### config.mk
export PLATFORM = sky130hd
export DESIGN_NAME = glos_ctrl
export DESIGN_NICKNAME = d
export VERILOG_FILES = /design/src/hdl/glos_pkg.sv /design/src/hdl/glos_ctrl.sv
export SDC_FILE = /design/constraint.sdc
export NUM_CORES = 1
export LEC_CHECK = 0
export ABC_AREA = 1
export BUFFER_PORTS_ARGS = -buffer_cell sky130_fd_sc_hd__buf_2
export CAP_MARGIN = 20
export CORE_AREA = 2 2 39 41
export CTS_BUF_LIST = sky130_fd_sc_hd__clkbuf_16
export CTS_CLUSTER_SIZE = 10
export DETAILED_ROUTE_END_ITERATION = 6
export DIE_AREA = 0 0 41 43
export PLACE_DENSITY = 0.81
export SYNTH_ARGS = -nofsm -noshare
export SYNTH_HDL_FRONTEND = slang
export SYNTH_SLANG_ARGS = --single-unit
### constraint.sdc
create_clock -name aclk -period 2.78 [get_ports aclk]
set_clock_uncertainty 0.05 [all_clocks]
set_input_delay 0.417 -clock aclk [delete_from_list [all_inputs] [get_ports aclk]]
set_output_delay 0.417 -clock aclk [all_outputs]
set_load 0.1 [all_outputs]
### src/hdl/glos_pkg.sv
package glos_pkg;

    // Build defaults for the storage parameters
    localparam int DEF_MAX_CELLS = 4096;
    localparam int DEF_MAX_STEPS = 1024;

    // Field widths
    localparam int DIM_W      = 13;
    localparam int CS_W       = 16;
    localparam int COORD_W    = 24;
    localparam int CIDX_W     = 12;
    localparam int BYTE_W     = 8;
    localparam int CFG_IDX_W  = 2;
    localparam int CFG_DATA_W = 16;

    // Stream word layout
    localparam int S_DATA_W = 120;
    localparam int S_USER_W = 1;
    localparam int M_DATA_W = 8;
    localparam int OFF_CIDX = 0;
    localparam int OFF_BYTE = 12;
    localparam int OFF_SX   = 20;
    localparam int OFF_SZ   = 44;
    localparam int OFF_EX   = 68;
    localparam int OFF_EZ   = 92;

    // Datapath widths
    localparam int NUM_W      = 32;
    localparam int DEN_W      = 18;
    localparam int ROOT_N     = 25;
    localparam int RAD_W      = 2 * ROOT_N;
    localparam int ROOT_REM_W = ROOT_N + 1;
    localparam int IDX_W      = 2 * DIM_W + 1;
    localparam int PROD_W     = DIM_W + CS_W;

    // Commands carried in tuser
    localparam logic CMD_LOAD  = 1'b0;
    localparam logic CMD_QUERY = 1'b1;

    // Register map
    localparam logic [CFG_IDX_W-1:0] REG_GRID_WIDTH  = 2'd0;
    localparam logic [CFG_IDX_W-1:0] REG_GRID_HEIGHT = 2'd1;
    localparam logic [CFG_IDX_W-1:0] REG_CELL_SIZE   = 2'd2;

    localparam logic [DIM_W-1:0] RST_GRID_DIM  = 13'd64;
    localparam logic [CS_W-1:0]  RST_CELL_SIZE = 16'd256;

    typedef logic [2:0] div_sel_t;

    // Division jobs, in the order the controller runs them
    localparam div_sel_t DV_STEPS = 3'd0;
    localparam div_sel_t DV_QX    = 3'd1;
    localparam div_sel_t DV_QZ    = 3'd2;
    localparam div_sel_t DV_CQX   = 3'd3;
    localparam div_sel_t DV_CQZ   = 3'd4;
    localparam div_sel_t DV_CX    = 3'd5;
    localparam div_sel_t DV_CZ    = 3'd6;

    typedef struct packed {
        logic     clr_step;
        logic     load_we;
        logic     q_capture;
        logic     sub_go;
        logic     sq_go;
        logic     root_init;
        logic     root_step;
        logic     div_start;
        div_sel_t div_sel;
        logic     samp_addr;
        logic     samp_test;
        logic     out_push;
    } dp_cmd_t;

    typedef struct packed {
        logic clr_last;
        logic coincident;
        logic root_last;
        logic div_done;
        logic samp_stop;
        logic out_free;
    } dp_sts_t;

endpackage

### src/hdl/glos_ctrl.sv
module glos_ctrl (
    input  logic                          aclk,
    input  logic                          aresetn,
    input  logic                          s_tvalid,
    input  logic [glos_pkg::S_USER_W-1:0] s_tuser,
    output logic                          s_tready,
    output glos_pkg::dp_cmd_t             cmd,
    input  glos_pkg::dp_sts_t             sts
);
    import glos_pkg::*;

    localparam logic [3:0] ST_CLEAR     = 4'd0;
    localparam logic [3:0] ST_IDLE      = 4'd1;
    localparam logic [3:0] ST_SUB       = 4'd2;
    localparam logic [3:0] ST_SQ        = 4'd3;
    localparam logic [3:0] ST_ROOT_INIT = 4'd4;
    localparam logic [3:0] ST_ROOT      = 4'd5;
    localparam logic [3:0] ST_DIV_START = 4'd6;
    localparam logic [3:0] ST_DIV_WAIT  = 4'd7;
    localparam logic [3:0] ST_SAMP_A    = 4'd8;
    localparam logic [3:0] ST_SAMP_R    = 4'd9;
    localparam logic [3:0] ST_SAMP_T    = 4'd10;
    localparam logic [3:0] ST_DONE      = 4'd11;

    logic [3:0] state_reg, state_next;
    div_sel_t   sel_reg, sel_next;

    always_comb begin
        state_next = state_reg;
        sel_next   = sel_reg;
        cmd        = '0;
        cmd.div_sel = sel_reg;
        s_tready   = 1'b0;
        case (state_reg)
            ST_CLEAR: begin
                cmd.clr_step = 1'b1;
                if (sts.clr_last) begin
                    state_next = ST_IDLE;
                end
            end
            ST_IDLE: begin
                s_tready = 1'b1;
                if (s_tvalid) begin
                    if (s_tuser[0] == CMD_QUERY) begin
                        cmd.q_capture = 1'b1;
                        state_next    = ST_SUB;
                    end else begin
                        cmd.load_we = 1'b1;
                    end
                end
            end
            ST_SUB: begin
                cmd.sub_go = 1'b1;
                state_next = ST_SQ;
            end
            ST_SQ: begin
                cmd.sq_go = 1'b1;
                if (sts.coincident) begin
                    sel_next   = DV_CX;
                    state_next = ST_DIV_START;
                end else begin
                    state_next = ST_ROOT_INIT;
                end
            end
            ST_ROOT_INIT: begin
                cmd.root_init = 1'b1;
                state_next    = ST_ROOT;
            end
            ST_ROOT: begin
                cmd.root_step = 1'b1;
                if (sts.root_last) begin
                    sel_next   = DV_STEPS;
                    state_next = ST_DIV_START;
                end
            end
            ST_DIV_START: begin
                cmd.div_start = 1'b1;
                state_next    = ST_DIV_WAIT;
            end
            ST_DIV_WAIT: begin
                if (sts.div_done) begin
                    state_next = ST_DIV_START;
                    case (sel_reg)
                        DV_STEPS: sel_next = DV_QX;
                        DV_QX:    sel_next = DV_QZ;
                        DV_QZ:    sel_next = DV_CQX;
                        DV_CQX:   sel_next = DV_CQZ;
                        DV_CQZ:   sel_next = DV_CX;
                        DV_CX:    sel_next = DV_CZ;
                        default:  state_next = ST_SAMP_A;
                    endcase
                end
            end
            ST_SAMP_A: begin
                cmd.samp_addr = 1'b1;
                state_next    = ST_SAMP_R;
            end
            ST_SAMP_R: begin
                state_next = ST_SAMP_T;
            end
            ST_SAMP_T: begin
                cmd.samp_test = 1'b1;
                state_next    = sts.samp_stop ? ST_DONE : ST_SAMP_A;
            end
            ST_DONE: begin
                if (sts.out_free) begin
                    cmd.out_push = 1'b1;
                    state_next   = ST_IDLE;
                end
            end
            default: begin
                state_next = ST_IDLE;
            end
        endcase
    end

    always_ff @(posedge aclk) begin
        if (!aresetn) begin
            state_reg <= ST_CLEAR;
            sel_reg   <= DV_STEPS;
        end else begin
            state_reg <= state_next;
            sel_reg   <= sel_next;
        end
    end

`ifndef ASSERT_OFF
    a_div_done_wait: assert property (@(posedge aclk) disable iff (!aresetn)
        sts.div_done |-> (state_reg == ST_DIV_WAIT))
        else $error("divider finished outside its wait state");
`endif
`ifndef ASSERT_OFF
    a_push_free: assert property (@(posedge aclk) disable iff (!aresetn)
        cmd.out_push |-> sts.out_free)
        else $error("result pushed over an unread result");
`endif
`ifndef ASSERT_OFF
    a_cmd_excl: assert property (@(posedge aclk) disable iff (!aresetn)
        $onehot0({cmd.clr_step, cmd.load_we, cmd.q_capture, cmd.div_start, cmd.samp_test}))
        else $error("conflicting datapath commands");
`endif

endmodule

==> results.ini <==
[synthesis]
synthCells=113
yosysWarnings=0
synth_cell_types=20
synthArstFlopShare_pct=0
synth_commonest_cells=nand2_1, nor2_1, inv_1
yosysTopAreaCell=dfxtp_1
synthTopCellsByArea=dfxtp_1, nand2_1, nor2_1
netlist.area_leader.share_pct=22.6
ys_seq_area_share_pct=22.6
synth_edf_count=0
synth_area_per_cell_um2=5.49
yosysMostFrequentCell=nand2_1
syn-num-nets=123
ys_seq_elements=7
ys.flop_type=dfxtp_1
synthesis.area_um2=621

[timing]
rsz0062_at_grt=no
worst_pin_slew_ns=0.487
setup_tns_ns=0
fmaxAchievable_mhz=459
hold_ws_ns=0.402
fin_crit_ns=2.18
hold_violations=0
setup_violations=0
slew_violations=0
fin_crit_sh_pct=78.4
slew_headroom_pct=67.8

[worst_setup_path]
r2r_start=state_reg[1]
critPathCaptureType=output port
critPathCapture=cmd[12]
worstReg2RegEnd=state_reg[3]
path_cells=nor2_1 > inv_1 > nor2_2 > nand2_1 > nor2_2 > buf_2
startpoint=state_reg[3]
cpMostUsedCell=nor2_2
critPathKind=register to output port
reg2reg_slack_ns=1.35
start_kind=register
slowest_stage=buf_2
r2r_cells=8
arrival_ns=1.71
cp.required_ns=2.31
cp_max_fo=6
crit_path_max_incr_delay_ns=0.42

[cts]
cts_hold_buf=0
cts_buffers=3
clk_pin_slew_ns=0.03
htreeDepth=1
insertion_delay_ns=0.23
cts_setup_buffers=0
numClockSinks=7
cts_tree=done
clk_path_buf_depth=2
cts-root-buf=clkbuf_16
cts_resized=0

[final_layout]
finalNonFillerCells=156
final_util_pct=61.4
layout-drive-gt1-share_pct=30.7
syn_to_final_growth_pct=36.9
nFillCells=140
final_cell_area_um2=850
largest_reg_flops=4
nNetsFinal=151
antenna_cells=0

[placed_design]
numPlacedInstances=152
dpl_cell_area_um2=771
hpwl_um=1250
portBuffers=24
gp_congestion=0.856

[floorplanning]
die_w_um=41
dieArea_um2=1760
core_um2=1380
row_count=14
num_io_pins=25
initial_core_util_pct=44.8
dieHeight_um=43

[pwr]
power.density_nw_per_um2=684
peakVddDrop_mv=0.439
leakage_nw=0.495

[global_route]
grt.overflow.total=0
grt_usage_pct=20.0
grt_first_pass_wirelength_um=2390
antenna_found_initial=0
grt_pass1_vias=652
grt_start_max_net_pins=9

[detailed_routing]
wl_per_cell_um=9.46
drcViolationCount=0
vias=771
ant_nets=0
dr.pass1.iters=4
wirelength_um=1480
viasPerCell=4.94
drtIter0Drc=17

[min_path]
hp-class=primary input to register

[job]
cap_viol_max_count=0

[outcome]
status=complete, no violations

how the worst min path moves through the flow:
stage,depth (start not counted),end,slack (ns),start
3_3_place_gp,4,sel_reg[2],0.49,sel_reg[2]
5_1_grt,3,sel_reg[0],0.42,aresetn
4_1_cts,3,sel_reg[2],0.40,aresetn
2_1_floorplan,2,state_reg[2],0.46,aresetn
3_5_place_dp,4,sel_reg[2],0.50,sel_reg[2]
6_report,3,state_reg[2],0.40,aresetn
placed cells by master, fill, tap and decap left out:
cell type | synthesis | routed
nor2_1 | 21 | 19
nand3_2 | 1 | 1
a21oi_1 | 5 | 5
nand2_1 | 28 | 28
nand3_1 | 6 | 6
nand2_2 | 4 | 4
o21ai_0 | 8 | 8
nor2_4 | 1 | 1
nand3b_1 | 1 | 1
inv_1 | 20 | 21
clkbuf_16 | 0 | 3
nand4_1 | 1 | 1
buf_2 | 0 | 24
clkinv_2 | 1 | 1
inv_2 | 1 | 1
nand4_2 | 1 | 1
o22ai_1 | 1 | 1
nor2_2 | 2 | 4
dfxtp_1 | 7 | 7
nor3_2 | 0 | 2
nand2_4 | 1 | 1
metal layers:
layer	routed length [um]	share of wire (%)	up-vias	track usage, %
met5	0	0	-	0
met4	44	3.0	0	12.7
met3	123	8.3	4	5.76
met2	692	47	36	31.3
met1	615	42	329	22.3
li1	-	-	402	-
logic make-up after synthesis:
group,after synthesis,share of synthesized area [%]
flops,7,22.6
simple gates,69,51.6
compound gates,14,11.5
buf+inv,23,14.3
worst max-delay path, delay by kind of cell (launching register included):
family / cells / cell delay [ns]
AND/OR/NAND/NOR: 4 / 0.59
flip-flops: 1 / 0.32
buffers and inverters: 2 / 0.57
power breakdown:
part	total, mW	leakage, nW	switching (mW)	internal (mW)
clock	0.239	0.0423	0.0525	0.187
combinational	0.217	0.396	0.172	0.0445
sequential	0.125	0.0568	0.0160	0.109
total	0.581	0.495	0.241	0.340
layout make-up:
class                      count  area [um2]  area share, %
clock buffer                   3        75.1           8.84
clock inverter                 1        3.75          0.442
inverter                      22        83.8           9.87
multi-input combinational     83         407           47.9
sequential                     7         140           16.5
tap                           16        20.0           2.36
timing repair buffer          24         120           14.1
stage by stage:
stage | power, mW | setup slack [ns]
6_report | 0.581 | 0.601
5_1_grt | 0.610 | 0.401
4_1_cts | 0.587 | 0.599
3_5_place_dp | 0.344 | 0.848
3_3_place_gp | 0.340 | 0.894
2_1_floorplan | 0.308 | -0.197
Note: power is estimated with default switching activity, not from simulation.
